**src/rtl/tcsc_pkg.sv**
```systemverilog
// Shared types, mode codes and character helpers for the text code stream converter.
package tcsc_pkg;

    localparam logic [2:0] MODE_IDENT   = 3'd0;
    localparam logic [2:0] MODE_ROT13   = 3'd1;
    localparam logic [2:0] MODE_TO_BIN  = 3'd2;
    localparam logic [2:0] MODE_TO_HEX  = 3'd3;
    localparam logic [2:0] MODE_FROM_BIN = 3'd4;
    localparam logic [2:0] MODE_FROM_HEX = 3'd5;
    localparam logic [2:0] MODE_LOWER   = 3'd6;
    localparam logic [2:0] MODE_UPPER   = 3'd7;

    localparam logic [7:0] CHAR_ZERO = 8'h30;
    localparam logic [7:0] CHAR_ONE  = 8'h31;
    localparam logic [7:0] ROT_SHIFT = 8'd13;
    localparam logic [7:0] CASE_BIT  = 8'h20;

    typedef struct packed {
        logic [7:0] in_char;
        logic       in_final;
    } in_item_t;

    typedef struct packed {
        logic [7:0] out_char;
        logic       out_final;
        logic       out_fault;
    } out_item_t;

    // How a converted transaction expands into result transactions
    typedef enum logic [1:0] {
        KIND_SINGLE = 2'd0,
        KIND_BIN8   = 2'd1,
        KIND_HEX2   = 2'd2
    } burst_kind_t;

    typedef struct packed {
        burst_kind_t kind;
        logic [7:0]  data;
        logic        final_flag;
        logic        fault;
    } burst_t;

    function automatic logic [7:0] rot13(input logic [7:0] c);
        logic [7:0] r;
        r = c;
        if ((c inside {[8'h41:8'h4d]}) || (c inside {[8'h61:8'h6d]}))
            r = c + ROT_SHIFT;
        else if ((c inside {[8'h4e:8'h5a]}) || (c inside {[8'h6e:8'h7a]}))
            r = c - ROT_SHIFT;
        return r;
    endfunction

    function automatic logic [7:0] to_lower(input logic [7:0] c);
        return (c inside {[8'h41:8'h5a]}) ? (c | CASE_BIT) : c;
    endfunction

    function automatic logic [7:0] to_upper(input logic [7:0] c);
        return (c inside {[8'h61:8'h7a]}) ? (c & ~CASE_BIT) : c;
    endfunction

    // {valid, value}
    function automatic logic [4:0] hex_value(input logic [7:0] c);
        logic [4:0] r;
        r = 5'd0;
        if (c inside {[8'h30:8'h39]})
            r = {1'b1, c[3:0]};
        else if ((c inside {[8'h41:8'h46]}) || (c inside {[8'h61:8'h66]}))
            r = {1'b1, 4'(c[3:0] + 4'd9)};
        return r;
    endfunction

    function automatic logic [7:0] hex_char(input logic [3:0] n);
        return (n < 4'd10) ? (CHAR_ZERO + {4'd0, n}) : (8'h57 + {4'd0, n});
    endfunction

endpackage

```
**src/rtl/tcsc_convert.sv**
```systemverilog
// Mode register, record state and per-transaction conversion into a result burst.
module tcsc_convert
    import tcsc_pkg::*;
(
    input  logic       clk,
    input  logic       rst_n,
    input  logic       mode_wr_en,
    input  logic [2:0] mode_wr_data,
    input  logic       in_accept,
    input  in_item_t   in_item,
    output logic       burst_valid,
    output burst_t     burst
);

    logic [2:0] mode_reg;
    logic [7:0] bit_accum_reg,      bit_accum_next;
    logic [2:0] bit_count_reg,      bit_count_next;
    logic [3:0] high_nibble_reg,    high_nibble_next;
    logic       nibble_pending_reg, nibble_pending_next;
    logic       discarding_reg,     discarding_next;

    logic [7:0] c;
    logic       fin;
    logic [4:0] hv;
    logic [7:0] acc_shift;
    logic [2:0] cnt_inc;
    logic       fail;

    assign c         = in_item.in_char;
    assign fin       = in_item.in_final;
    assign hv        = hex_value(c);
    assign acc_shift = {bit_accum_reg[6:0], c == CHAR_ONE};
    assign cnt_inc   = bit_count_reg + 3'd1;

    always_comb
    begin
        bit_accum_next      = bit_accum_reg;
        bit_count_next      = bit_count_reg;
        high_nibble_next    = high_nibble_reg;
        nibble_pending_next = nibble_pending_reg;
        discarding_next     = discarding_reg;
        burst_valid         = 1'b0;
        burst.kind          = KIND_SINGLE;
        burst.data          = c;
        burst.final_flag    = fin;
        burst.fault         = 1'b0;
        fail                = 1'b0;

        if (discarding_reg)
        begin
            if (fin)
                discarding_next = 1'b0;
        end
        else
        begin
            case (mode_reg)
                MODE_ROT13:
                begin
                    burst_valid = 1'b1;
                    burst.data  = rot13(c);
                end
                MODE_TO_BIN:
                begin
                    burst_valid = 1'b1;
                    burst.kind  = KIND_BIN8;
                end
                MODE_TO_HEX:
                begin
                    burst_valid = 1'b1;
                    burst.kind  = KIND_HEX2;
                end
                MODE_FROM_BIN:
                begin
                    if (c != CHAR_ZERO && c != CHAR_ONE)
                        fail = 1'b1;
                    else if (cnt_inc == 3'd0 || fin)
                    begin
                        burst_valid    = 1'b1;
                        burst.data     = acc_shift;
                        bit_accum_next = 8'd0;
                        bit_count_next = 3'd0;
                    end
                    else
                    begin
                        bit_accum_next = acc_shift;
                        bit_count_next = cnt_inc;
                    end
                end
                MODE_FROM_HEX:
                begin
                    if (!hv[4])
                        fail = 1'b1;
                    else if (!nibble_pending_reg)
                    begin
                        if (fin)
                            fail = 1'b1;
                        else
                        begin
                            high_nibble_next    = hv[3:0];
                            nibble_pending_next = 1'b1;
                        end
                    end
                    else
                    begin
                        burst_valid         = 1'b1;
                        burst.data          = {high_nibble_reg, hv[3:0]};
                        high_nibble_next    = 4'd0;
                        nibble_pending_next = 1'b0;
                    end
                end
                MODE_LOWER:
                begin
                    burst_valid = 1'b1;
                    burst.data  = to_lower(c);
                end
                MODE_UPPER:
                begin
                    burst_valid = 1'b1;
                    burst.data  = to_upper(c);
                end
                default:
                    burst_valid = 1'b1;
            endcase

            if (fail)
            begin
                // error: one faulted result, drop the rest of the record
                burst_valid         = 1'b1;
                burst.kind          = KIND_SINGLE;
                burst.data          = 8'd0;
                burst.final_flag    = 1'b1;
                burst.fault         = 1'b1;
                bit_accum_next      = 8'd0;
                bit_count_next      = 3'd0;
                high_nibble_next    = 4'd0;
                nibble_pending_next = 1'b0;
                discarding_next     = !fin;
            end
        end
    end

    always_ff @(posedge clk or negedge rst_n)
    begin
        if (!rst_n)
        begin
            mode_reg           <= MODE_IDENT;
            bit_accum_reg      <= 8'd0;
            bit_count_reg      <= 3'd0;
            high_nibble_reg    <= 4'd0;
            nibble_pending_reg <= 1'b0;
            discarding_reg     <= 1'b0;
        end
        else if (mode_wr_en)
        begin
            mode_reg           <= mode_wr_data;
            bit_accum_reg      <= 8'd0;
            bit_count_reg      <= 3'd0;
            high_nibble_reg    <= 4'd0;
            nibble_pending_reg <= 1'b0;
            discarding_reg     <= 1'b0;
        end
        else if (in_accept)
        begin
            bit_accum_reg      <= bit_accum_next;
            bit_count_reg      <= bit_count_next;
            high_nibble_reg    <= high_nibble_next;
            nibble_pending_reg <= nibble_pending_next;
            discarding_reg     <= discarding_next;
        end
    end

endmodule

```
**src/rtl/tcsc_emit.sv**
```systemverilog
// Burst holding register and result register; expands a burst into result transactions.
module tcsc_emit
    import tcsc_pkg::*;
(
    input  logic      clk,
    input  logic      rst_n,
    input  logic      burst_load,
    input  burst_t    burst_in,
    output logic      burst_ready,
    output logic      out_valid,
    input  logic      out_ready,
    output out_item_t out_data
);

    logic      burst_valid_reg, burst_valid_next;
    burst_t    burst_reg;
    logic [2:0] idx_reg, idx_next;
    logic      out_valid_reg, out_valid_next;
    out_item_t out_reg;

    logic      out_free;
    logic      last_piece;
    logic      advance;
    out_item_t piece;

    assign out_free = !out_valid_reg || out_ready;

    always_comb
    begin
        piece.out_fault = burst_reg.fault;
        case (burst_reg.kind)
            KIND_BIN8:
            begin
                last_piece     = (idx_reg == 3'd7);
                piece.out_char = burst_reg.data[3'd7 - idx_reg] ? CHAR_ONE : CHAR_ZERO;
            end
            KIND_HEX2:
            begin
                last_piece     = (idx_reg == 3'd1);
                piece.out_char = idx_reg[0] ? hex_char(burst_reg.data[3:0])
                                            : hex_char(burst_reg.data[7:4]);
            end
            default:
            begin
                last_piece     = 1'b1;
                piece.out_char = burst_reg.data;
            end
        endcase
        piece.out_final = burst_reg.final_flag && last_piece;
    end

    assign advance     = burst_valid_reg && out_free;
    assign burst_ready = !burst_valid_reg || (advance && last_piece);

    always_comb
    begin
        burst_valid_next = burst_valid_reg;
        idx_next         = idx_reg;
        if (advance)
        begin
            if (last_piece)
            begin
                burst_valid_next = 1'b0;
                idx_next         = 3'd0;
            end
            else
                idx_next = idx_reg + 3'd1;
        end
        if (burst_load)
            burst_valid_next = 1'b1;
        out_valid_next = advance ? 1'b1 : (out_valid_reg && !out_ready);
    end

    always_ff @(posedge clk or negedge rst_n)
    begin
        if (!rst_n)
        begin
            burst_valid_reg <= 1'b0;
            idx_reg         <= 3'd0;
            out_valid_reg   <= 1'b0;
        end
        else
        begin
            burst_valid_reg <= burst_valid_next;
            idx_reg         <= idx_next;
            out_valid_reg   <= out_valid_next;
        end
    end

    always_ff @(posedge clk)
    begin
        if (burst_load)
            burst_reg <= burst_in;
        if (advance)
            out_reg <= piece;
    end

    assign out_valid = out_valid_reg;
    assign out_data  = out_reg;

    // piece index only runs while a burst is held
    a_idx_idle: assert property (@(posedge clk) disable iff (!rst_n)
        !burst_valid_reg |-> idx_reg == 3'd0)
        else $error("piece index non-zero with no burst held");

    a_idx_single: assert property (@(posedge clk) disable iff (!rst_n)
        burst_valid_reg && burst_reg.kind == KIND_SINGLE |-> idx_reg == 3'd0)
        else $error("single burst with non-zero piece index");

    a_idx_hex: assert property (@(posedge clk) disable iff (!rst_n)
        burst_valid_reg && burst_reg.kind == KIND_HEX2 |-> idx_reg <= 3'd1)
        else $error("hex burst past its second piece");

    a_fault_shape: assert property (@(posedge clk) disable iff (!rst_n)
        out_valid_reg && out_reg.out_fault |-> out_reg.out_final && out_reg.out_char == 8'd0)
        else $error("fault result not final or not zero");

endmodule

```
**src/rtl/text_code_stream_converter.sv**
```systemverilog
// Top level of the text code stream converter: record conversion and result expansion.
//
//  channel   direction  handshake            payload
//  in        input      in_valid / in_ready  in_data   (in_item_t)
//  out       output     out_valid/out_ready  out_data  (out_item_t)
//  mode cfg  input      mode_wr_en           mode_wr_data (3 bits, no wait)
//
// Each input transaction is converted combinationally, and one that yields a result
// is loaded into the held burst; the result register then issues one result
// transaction per cycle while the output is not stalled. Single-result modes sustain
// one transaction per cycle while the output is not stalled; byte-to-binary emits
// eight results and byte-to-hex two per input, all on the one result port.
// Reset (rst_n low, asynchronous) clears mode to identity and all record state.
// A stalled output holds the result register; the burst register stays full and
// in_ready drops until the last piece of the burst moves on.
module text_code_stream_converter
    import tcsc_pkg::*;
(
    input  logic       clk,
    input  logic       rst_n,
    input  logic       mode_wr_en,
    input  logic [2:0] mode_wr_data,
    input  logic       in_valid,
    output logic       in_ready,
    input  in_item_t   in_data,
    output logic       out_valid,
    input  logic       out_ready,
    output out_item_t  out_data
);

    logic   in_accept;
    logic   burst_valid;
    burst_t burst;
    logic   burst_ready;

    // an input transaction is taken whenever the burst register can take one,
    // even if the transaction ends up producing no result
    assign in_ready  = burst_ready;
    assign in_accept = in_valid && in_ready;

    tcsc_convert u_convert (
        .clk          (clk),
        .rst_n        (rst_n),
        .mode_wr_en   (mode_wr_en),
        .mode_wr_data (mode_wr_data),
        .in_accept    (in_accept),
        .in_item      (in_data),
        .burst_valid  (burst_valid),
        .burst        (burst)
    );

    tcsc_emit u_emit (
        .clk         (clk),
        .rst_n       (rst_n),
        .burst_load  (in_accept && burst_valid),
        .burst_in    (burst),
        .burst_ready (burst_ready),
        .out_valid   (out_valid),
        .out_ready   (out_ready),
        .out_data    (out_data)
    );

endmodule
```
**config.mk**
```make
export PLATFORM = sky130hd
export DESIGN_NAME = text_code_stream_converter
export DESIGN_NICKNAME = d
export VERILOG_FILES = /design/src/rtl/tcsc_pkg.sv /design/src/rtl/tcsc_convert.sv /design/src/rtl/tcsc_emit.sv /design/src/rtl/text_code_stream_converter.sv
export SDC_FILE = /design/constraint.sdc
export NUM_CORES = 1
export LEC_CHECK = 0
export BUFFER_PORTS_ARGS = -buffer_cell sky130_fd_sc_hd__buf_2
export CORE_MARGIN = 10
export CORE_UTILIZATION = 60
export CTS_BUF_LIST = sky130_fd_sc_hd__clkbuf_16
export DETAILED_ROUTE_END_ITERATION = 16
export PLACE_DENSITY = 0.92
export SETUP_SLACK_MARGIN = 0.1
export SLEW_MARGIN = 10
export SYNTH_ARGS = -nofsm -noshare
export SYNTH_HDL_FRONTEND = slang
export SYNTH_SLANG_ARGS = --single-unit
```
**constraint.sdc**
```tcl
create_clock -name clk -period 3.8 [get_ports clk]
set_input_delay 0.38 -clock clk [delete_from_list [all_inputs] [get_ports clk]]
set_output_delay 0.38 -clock clk [all_outputs]
set_load 0.05 [all_outputs]
```
==> summary.txt, run 1 <==
Timing
  – Fmax: 346 MHz
  – Final cycle utilization of the critical path: 76.1%
  – # setup viols final: 0
  – Minimum clock period: 2890 ps
  – RSZ-0062 raised after global routing: false
  – Slew margin rel.: 48.2%
  – Hold Vio Cnt, Final: 0
  – Slew @ Worst Pin: 769 ps
  – Count of pins over their slew limit: 0
  – Setup TNS Final: 0 ps
  – Clock Skew: 3.99 ps

Placed design
  – Gp weighted congestion: 1.02
  – Dpl cells: 448
  – Buffers added on ports: 28
  – Dpl hpwl: 6590 um

Synthesis
  – XOR/XNOR share of the synthesized area: 1.03%
  – Complex-gate fraction of the synthesized area: 27.0%
  – Syn Inst Count: 369
  – Adder-cell share of the synthesized area: 4.77%
  – Syn Nets: 399
  – Commonest register cell after synthesis: dfrtp_1
  – Mux cell area share after synthesis: 2.57%
  – Synth Register Bits: 46
  – Number of enable flip-flop cells after synthesis: 22
  – Yosys warning count: 0
  – Count of cell types in the netlist: 78
  – Syn Std Cell Area: 0.00341 mm^2
  – Synth Area in Simple Gates: 22.1%
  – Syn avg cell area: 9.25 um^2
  – Async set-reset flop share out of synthesis: 52.2%
  – Sequential area share after synthesis: 37.0%
  – Main combinational cell family by area after synthesis: compound AO/OA/AOI/OAI gates

GRT
  – Gr ovfl total: 0
  – Total Routing Usage GR: 19.4%
  – First-pass GRT wire length: 14,300 um
  – Pin count of the biggest net entering global routing: 25
  – Number of global-route vias before repair: 2,917
  – Initial antenna violation count: 0

Clock network
  – Post_cts resized: 0
  – Clk buf depth: 2
  – Hold-fix buffers, CTS: 0
  – Post-CTS setup buffer count: 0
  – H-tree depth: 2
  – Clock slew at reported path FFs: 60 ps
  – TritonCTS buffer count: 5
  – CTS tree: yes
  – Worst skew pair latency: 290 ps
  – CTS sink count: 46
  – Clock root buffer master: clkbuf_16

Worst setup path
  – Worst EP arrival: 2910 ps
  – Crit-path cells: buf_2 > inv_1 > ha_1 > nor4b_4 > and4bb_1 > a211oi_4 > nor4_1 > o32ai_1 > o311ai_1
  – Max incr delay on CP: 560 ps
  – Crit path kind: primary input to flip-flop
  – CP max FO: 15
  – Crit path max-delay family: compound AO/OA/AOI/OAI gates
  – CP bufs+invs: 2
  – CP Capture Type: flip-flop
  – Critical path's slowest cell: a211oi_4
  – Startpoint Class: primary input
  – Required @ worst endpoint: 3820 ps

Power and ir drop
  – PD cells: 548 mW/mm^2
  – Lkg Pwr: 1.47 nW
  – Max rail drop VDD: 0.312 mV
  – Overall power: 2.04 mW

Floorplanning
  – Die area: 0.00911 mm^2
  – Die X: 95.4 um
  – Initial core utilization: 62.0%
  – Ports: 29
  – Chip height: 95.4 um
  – Rows: 27
  – Core Region: 0.00551 mm^2

Route
  – Residual DRC count: 0
  – Pre-Repair DR Iteration Count: 5
  – Vias post-DR: 3,114
  – Antenna Nets Post-Route: 0
  – Routed wire length: 8800 um
  – Vias per inst: 6.83
  – Wire length per cell: 19.3 um
  – DRT iter0 DRCs: 356

Layout
  – Non-Filler Instances: 456
  – Final core utilization: 67.6%
  – Antenna cell count: 0
  – Max reg flops: 12
  – Number of fill cells: 432
  – Area Growth Syn to Fin: 9.02%
  – Final nets: 413
  – Layout cells sized above 1: 16.1%

Run status
  – Outcome: completed

Run
  – Max Cap Viol: 0

Min path
  – HP Class: primary input to async pin
## worst paths after layout
| path | start | to | slack, ps | depth (start not counted) |
|---|---|---|---|---|
| max | in_data[2] | u_emit.burst_reg[5] | 910 | 9 |
| min | rst_n | u_convert.bit_accum_reg[1] | 60 | 1 |
| max reg2reg | u_emit.idx_reg[0] | u_convert.bit_accum_reg[2] | 1190 | 8 |
| min reg2reg | u_emit.burst_reg[0] | u_emit.out_data[0] | 430 | 0 |
| max in group asynchronous | rst_n | u_emit.burst_valid_reg | 3380 | 1 |
| min in group clk | mode_wr_data[0] | u_convert.mode_reg[0] | 310 | 3 |
## cells in the final DEF (no fill, tap or decap), types with 12 or more instances in the layout
| master | count |
|---|---|
| nand2_1 | 33 |
| buf_2 | 28 |
| dfrtp_1 | 24 |
| inv_1 | 23 |
| a21oi_1 | 23 |
| edfxtp_1 | 22 |
| o21ai_0 | 20 |
| nor2_1 | 17 |
| ha_1 | 13 |
| nand2b_1 | 12 |
## routing by layer
layer	vias to the layer above	global-route usage, %	part of all wire [%]
li1	1450	-	-
met1	1479	24.0	41
met2	162	33.0	50
met3	23	3.53	7.4
met4	0	7.00	2.1
met5	-	0	0
## where the power goes
| group | switching [mW] | leakage, nW | internal, mW |
|---|---|---|---|
| combinational | 0.529 | 0.854 | 0.244 |
| clock | 0.184 | 0.0842 | 0.311 |
| sequential | 0.105 | 0.531 | 0.664 |
| total | 0.818 | 1.47 | 1.22 |
## cell usage after synthesis, drive strengths merged (5+ instances only)
cell	instances	area share, %
edfxtp	22	19
or4	5	1.1
clkbuf	13	1.4
dfrtp	24	18
buf	9	1.5
o311ai	6	1.5
nand3	6	0.88
nand3b	5	1.1
nor4	8	1.5
o21ai	25	3.7
a22o	8	2.1
nor2	17	1.9
o31ai	7	1.5
ha	13	4.8
a211oi	6	1.7
or2	7	1.4
nand2	33	3.6
o22ai	5	1.3
a31oi	8	1.5
a21oi	25	4.1
inv	24	2.6
nand2b	12	2.2
nor3	8	1.2
## kinds of logic after synthesis
family                     after synthesis
AOI/OAI and AO/OA                      125
xor gates and xnor gates                 4
adders and majority gates               13
buffers and inverters                   46
muxes                                    6
and+or+nand+nor                        129
DFF                                     46
## layout make-up
cell class | count | area [um^2] | share of cell area [%]
timing repair buffer | 29 | 148 | 3.97
tap | 72 | 90.1 | 2.42
inverter | 24 | 90.1 | 2.42
sequential | 46 | 1260 | 33.9
clock buffer | 5 | 125 | 3.36
clock inverter | 3 | 43.8 | 1.18
multi-input combinational | 277 | 1960 | 52.8
## metrics by stage
stage                     setup WS [ps]  instance area (um^2)  hold slack [ps]
after global routing                750                  3720             96.7
after floorplan                     795                  3410             84.4
after detailed placement            680                  3550              391
final                               908                  3720             63.9
after CTS                           970                  3720             85.0
after global placement              743                  3550              375
No activity file was read; power rests on OpenSTA's default activity.
==> run 2, diff against run 1 <==
ABC_AREA = 1   (was default)
CORE_UTILIZATION = 55   (was 60)
PLACE_DENSITY = 0.89   (was 0.92)
clock period = 2.6 ns   (was 3.8 ns; I/O delays follow)
==> run 2 against run 1 <==
Effect of this change: sequential share of layout area is 3.9 points lower; highest routed layer unchanged; largest cell class unchanged; combinational power grew 69%; routed wire length is 16% higher; critical path type is now flip-flop to flip-flop; area after synthesis rose by 12%; via count up 22%; first-iteration DRC count shrank 14%; die area grew 17%; non-clock buffer count increased by 16; sequential cell count unchanged.
==> summary.txt, run 2 <==
Synthesis
  – Post-synth top cells: 159 x nand2_1, 69 x inv_1, 59 x nor2_1
  – Syn Inst Count: 563
  – Count of cell types in the netlist: 44
  – Most common cell in the synthesized netlist: nand2_1
  – Top cells by area, synth: edfxtp_1 17%, dfrtp_1 16%, nand2_1 16%
  – Synth top area share: 17.3%
  – Number of enable flip-flop cells after synthesis: 22
  – Synth Register Bits: 46
  – Commonest register cell after synthesis: dfrtp_1
  – Area leader, netlist: edfxtp_1
  – Yosys warning count: 0
  – Syn avg cell area: 6.77 um^2
  – Syn Nets: 593
  – Async set-reset flop share out of synthesis: 52.2%
  – Syn Std Cell Area: 0.00381 mm^2
  – Sequential area share after synthesis: 33.1%

Layout
  – Antenna cell count: 0
  – Most frequent cells in the layout: 159 x nand2_1, 69 x inv_1, 58 x nor2_1
  – Max reg flops: 12
  – Non-Filler Instances: 675
  – Multi-input combinational cell area: 0.00213 mm^2
  – Number of fill cells: 632
  – Final core utilization: 62.3%
  – Layout cells sized above 1: 13.9%
  – Final nets: 624
  – Register Area: 0.00126 mm^2
  – Area Growth Syn to Fin: 10.5%
  – Cell area after layout: 0.00421 mm^2
  – Most common cell after layout, fill and taps aside: nand2_1

GRT
  – Pin count of the biggest net entering global routing: 25
  – GRT busiest layer: met2
  – Met2 Resource Use GR: 35.3%
  – Number of global-route vias before repair: 3,541
  – Gr ovfl total: 0
  – Initial antenna violation count: 0
  – Met3 Track Usage GR: 3.39%
  – Met1 usage: 24.5%
  – First-pass GRT wire length: 17,000 um
  – Total Routing Usage GR: 19.9%

Power and ir drop
  – Sw Pwr: 1.32 mW
  – PD cells: 720 mW/mm^2
  – Max rail drop VDD: 0.328 mV
  – Clk pwr share: 20.9%
  – Sw frac: 43.7%
  – Lkg Pwr: 2.05 nW
  – Combinational group share of total power: 43.4%
  – Overall power: 3.03 mW
  – Internal power component: 1.71 mW
  – Reg power frac: 35.7%

Min path
  – WHS Endpoint: u_convert.mode_reg[2]
  – HP Class: primary input to flip-flop
  – HP Start: mode_wr_data[2]
  – Hold depth: 3

Placed design
  – Pre-CTS WS: 291 ps
  – Dpl cells: 666
  – Gp weighted congestion: 0.983
  – Dpl hpwl: 7940 um
  – Area post-placement: 0.00406 mm^2
  – Buffers added on ports: 28

Route
  – Vias per inst: 5.64
  – Routed wire length: 10,200 um
  – Vias post-DR: 3,809
  – Pre-Repair DR Iteration Count: 5
  – Wire length per cell: 15.2 um
  – DRT iter0 DRCs: 305
  – Antenna Nets Post-Route: 0
  – Residual DRC count: 0

Worst setup path
  – Required @ worst endpoint: 2770 ps
  – Crit path kind: flip-flop to flip-flop
  – Most frequent CP cell: inv_1
  – Startpoint Class: flip-flop
  – CP max FO: 10
  – CP Capture Type: flip-flop
  – Crit-path cells: nor2_1 > inv_1 > nor2_2 > nand2b_1 > buf_4 > nand3_1 > inv_1 > nor2_2 > inv_1 > nand2_1 > nand2_1
  – Reg2reg end: u_convert.nibble_pending_reg
  – Reg-to-reg setup timing slack: 330 ps
  – Max incr delay on CP: 520 ps
  – Reg2reg start: u_convert.mode_reg[1]
  – FF-to-FF path depth: 11
  – Critical path's slowest cell: dfrtp_1
  – Worst EP arrival: 2440 ps

Clock network
  – Clock root buffer master: clkbuf_16
  – Clock slew at reported path FFs: 70 ps
  – CTS sink count: 46
  – CTS tree: yes
  – H-tree depth: 2
  – Clk buf depth: 2
  – Worst skew pair latency: 290 ps
  – TritonCTS buffer count: 5

Timing
  – Fin worst setup slack: 327 ps
  – Hold slack: 179 ps
  – Slew margin rel.: 60.8%
  – Count of pins over their slew limit: 0
  – Fmax: 440 MHz
  – Hold Vio Cnt, Final: 0
  – RSZ-0062 raised after global routing: false
  – Final cycle utilization of the critical path: 87.4%
  – # setup viols final: 0
  – Clock Skew: 6.54 ps
  – Slew @ Worst Pin: 588 ps
  – Minimum clock period: 2270 ps
  – Setup TNS Final: 0 ps

Floorplanning
  – Die area: 0.0107 mm^2
  – Initial core utilization: 56.4%
  – Chip height: 103 um
  – Die X: 103 um
  – Core Region: 0.00676 mm^2
  – Rows: 30
  – Ports: 29

Run status
  – Outcome: completed

Run
  – Max Cap Viol: 0
[run 2: changes by cell type after synthesis, sizes merged, moves of 6 or more]
cell    before  now
o21ai       25   48
a22o         8    0
nor2        17   66
nand2       33  166
a31oi        8    2
o31ai        7    1
nand3        6   48
nand4        4   20
nand2b      12    1
inv         24   76
nor4         8    0
or2          7    0
clkbuf      13    7
[run 2: repair_timing]
action / CTS / global route
gates resized for setup: 0 / 0
setup buffers: 0 / 0
hold endpoints to repair: 24 / 0
hold buffers: 1 / 0
[run 2: per-layer routing]
metal | wire length, um | up-vias
met3 | 668 | 13
li1 | - | 1905
met1 | 4260 | 1732
met5 | 0 | -
met4 | 121 | 0
met2 | 5190 | 159
[run 2: final cells by class]
cell class	count	area share [%]
Tap cell	80	2.38
Clock buffer	5	2.97
Timing Repair Buffer	45	6.72
Clock inverter	3	0.446
Inverter	77	6.86
Sequential cell	46	30.0
Multi-Input combinational cell	419	50.7
[run 2: kinds of logic (layout without fill, tap and decap cells)]
| logic type | count (synthesis) | in the layout | share of synthesized area [%] |
|---|---|---|---|
| AO/OA/AOI/OAI | 89 | 89 | 13.6 |
| flip-flops | 46 | 46 | 33.1 |
| buffers and inverters | 98 | 130 | 11.0 |
| AND/OR/NAND/NOR | 312 | 312 | 36.9 |
| XOR/XNOR | 5 | 5 | 1.15 |
| adder cells (fa/ha/maj) | 13 | 13 | 4.27 |
[run 2: critical path, delay by kind of cell, from the launching register on]
kind | cells | cell delay (ps)
buf+inv | 4 | 510
flops | 1 | 520
simple gates | 7 | 1110
[run 2: how the worst max path moves through the flow]
stage                                               to  slack, ps                  start
after floorplan                    u_emit.burst_reg[0]        210      u_emit.idx_reg[0]
after global placement             u_emit.burst_reg[3]        290             in_data[2]
after detailed placement           u_emit.burst_reg[4]        290             in_data[2]
after CTS                 u_convert.nibble_pending_reg        390  u_convert.mode_reg[1]
after global routing      u_convert.nibble_pending_reg        120  u_convert.mode_reg[1]
final                     u_convert.nibble_pending_reg        330  u_convert.mode_reg[1]
[run 2: power groups by stage]
stage / clock, mW / combinational, mW / sequential (mW)
after floorplan: 0 / 0.739 / 1.31
after global placement: 0 / 1.29 / 1.08
after detailed placement: 0 / 1.31 / 1.09
after CTS: 0.641 / 1.31 / 1.08
after global routing: 0.666 / 1.46 / 1.10
final: 0.634 / 1.31 / 1.08
==> run 3, diff against run 2 <==
CORE_MARGIN = default   (was 10)
==> run 3 against run 2 <==
Effect of this change: sequential share of layout area fell by 0.15 points; first-iteration DRC count rose by 42%; design area rose by 0.51%; largest cell class unchanged; critical path type is now primary input to flip-flop; sequential power barely moved; non-clock buffer count did not move; clock skew fell by 1.7 ps; routed wire length fell by 2.8%; count of clock-buffer cells in the layout did not move; clock power rose by 14%; worst setup slack got worse by 9.9 ps; total power rose by 2.9%; combinational power barely moved.
==> summary.txt, run 3 (synthesis gave the netlist of run 2 again) <==
Clock network
  – CTS sink count: 46
  – Post_cts resized: 0
  – H-tree depth: 2
  – Clock root buffer master: clkbuf_16
  – Post-CTS setup buffer count: 0
  – Clock slew at reported path FFs: 60 ps
  – Clk buf depth: 2
  – TritonCTS buffer count: 5
  – Worst skew pair latency: 290 ps
  – CTS tree: yes
  – Hold-fix buffers, CTS: 1

Layout
  – Non-Filler Instances: 672
  – Area Growth Syn to Fin: 11.0%
  – Cell area after layout: 0.00423 mm^2
  – Most common cell after layout, fill and taps aside: nand2_1
  – Max reg flops: 12
  – Layout cells sized above 1: 13.9%
  – Number of fill cells: 550
  – Most frequent cells in the layout: 159 x nand2_1, 69 x inv_1, 58 x nor2_1
  – Antenna cell count: 0
  – Final nets: 624

Power and ir drop
  – Internal power component: 1.80 mW
  – Overall power: 3.12 mW
  – Combinational group share of total power: 42.2%
  – Clk pwr share: 23.2%
  – Sw frac: 42.1%
  – Max rail drop VDD: 0.363 mV
  – Reg power frac: 34.5%
  – Sw Pwr: 1.31 mW
  – PD cells: 737 mW/mm^2
  – Lkg Pwr: 2.06 nW

Timing
  – Count of pins over their slew limit: 0
  – Clock Skew: 4.82 ps
  – Setup TNS Final: 0 ps
  – Hold Vio Cnt, Final: 0
  – Minimum clock period: 2280 ps
  – Slew margin rel.: 62.9%
  – RSZ-0062 raised after global routing: false
  – Fmax: 438 MHz
  – Final cycle utilization of the critical path: 87.8%
  – Fin worst setup slack: 317 ps
  – # setup viols final: 0
  – Slew @ Worst Pin: 557 ps

Route
  – Pre-Repair DR Iteration Count: 5
  – Antenna Nets Post-Route: 0
  – DRT iter0 DRCs: 434
  – Vias per inst: 5.77
  – Vias post-DR: 3,879
  – Routed wire length: 9950 um
  – Wire length per cell: 14.8 um
  – Residual DRC count: 0

GRT
  – Initial antenna violation count: 0
  – Gr ovfl total: 0
  – Pin count of the biggest net entering global routing: 25
  – Number of global-route vias before repair: 3,609
  – Total Routing Usage GR: 29.2%
  – First-pass GRT wire length: 16,900 um

Placed design
  – Dpl cells: 663
  – Area post-placement: 0.00405 mm^2
  – Pre-CTS WS: 85.9 ps
  – Buffers added on ports: 28
  – Dpl hpwl: 7740 um
  – Gp weighted congestion: 0.967

Worst setup path
  – CP Capture Type: flip-flop
  – Worst EP arrival: 2290 ps
  – Crit path kind: primary input to flip-flop
  – CP max FO: 12
  – Required @ worst endpoint: 2600 ps
  – Startpoint Class: primary input
  – Reg-to-reg setup timing slack: 360 ps

Run status
  – Outcome: completed

Floorplanning
  – Rows: 29
  – Chip height: 85.2 um
  – Core Region: 0.00653 mm^2
  – Die X: 85.2 um
  – Die area: 0.00727 mm^2
  – Initial core utilization: 58.4%
  – Ports: 29

Run
  – Max Cap Viol: 0

Min path
  – HP Class: primary input to flip-flop
==> run 3: cell count changes in the layout (fill, tap and decap cells not counted) <==
cell,before,now
bufinv_16,0,1
clkinv_2,2,1
==> run 3: per-stage QoR <==
stage	hold slack, ps	util, %
after floorplan	-35.6	-
after global placement	261	62.0
after CTS	177	64.8
final	178	64.8
after global routing	195	64.8
after detailed placement	265	62.0
==> run 3: worst max-delay path, cell delays in order <==
cell and delay [ps]:
buf_2 200, inv_1 120, ha_1 230, inv_1 150, nand3_1 140, nand2_1 90
nand2_1 90, nand2_2 120, nand3_4 120, o21ai_4 140, nand2_8 110, nand2_1 150
nor2_1 80, nor2_2 130, buf_12 150
==> run 3: per-layer routing <==
layer  wire, um  up-vias  GRT usage, %
met5          0        -             0
li1           -     1909             -
met4        180        0          8.94
met3        544       21          4.18
met1       4300     1803          38.1
met2       4930      146          50.3
==> run 3: area by class of cell <==
cell class | instances | area (um^2) | share of cell area [%]
Clock buffer | 5 | 125 | 2.96
Sequential cell | 46 | 1260 | 29.8
Tap cell | 77 | 96.3 | 2.28
Multi-Input combinational cell | 419 | 2130 | 50.4
Timing Repair Buffer | 45 | 283 | 6.68
Inverter | 77 | 289 | 6.83
Clock inverter | 3 | 43.8 | 1.03
==> run 3: power by group through the flow <==
stage	combinational (mW)	sequential, mW	clock, mW
after floorplan	0.739	1.31	0
after global placement	1.27	1.08	0
after detailed placement	1.30	1.09	0
after CTS	1.30	1.08	0.733
after global routing	1.45	1.10	0.756
final	1.32	1.08	0.724
==> run 3: path summary, 6_finish.rpt <==
kind	cells past startpoint	startpoint	endpoint
min in group asynchronous	2	rst_n	u_convert.bit_accum_reg[1]
max in group asynchronous	2	rst_n	u_convert.bit_accum_reg[6]
worst min register to register	0	u_emit.burst_reg[0]	u_emit.out_data[0]
worst min-delay path	3	mode_wr_data[1]	u_convert.mode_reg[1]
worst max-delay path	15	in_data[2]	u_emit.burst_reg[6]
worst max register to register	14	u_emit.idx_reg[1]	u_convert.bit_count_reg[0]
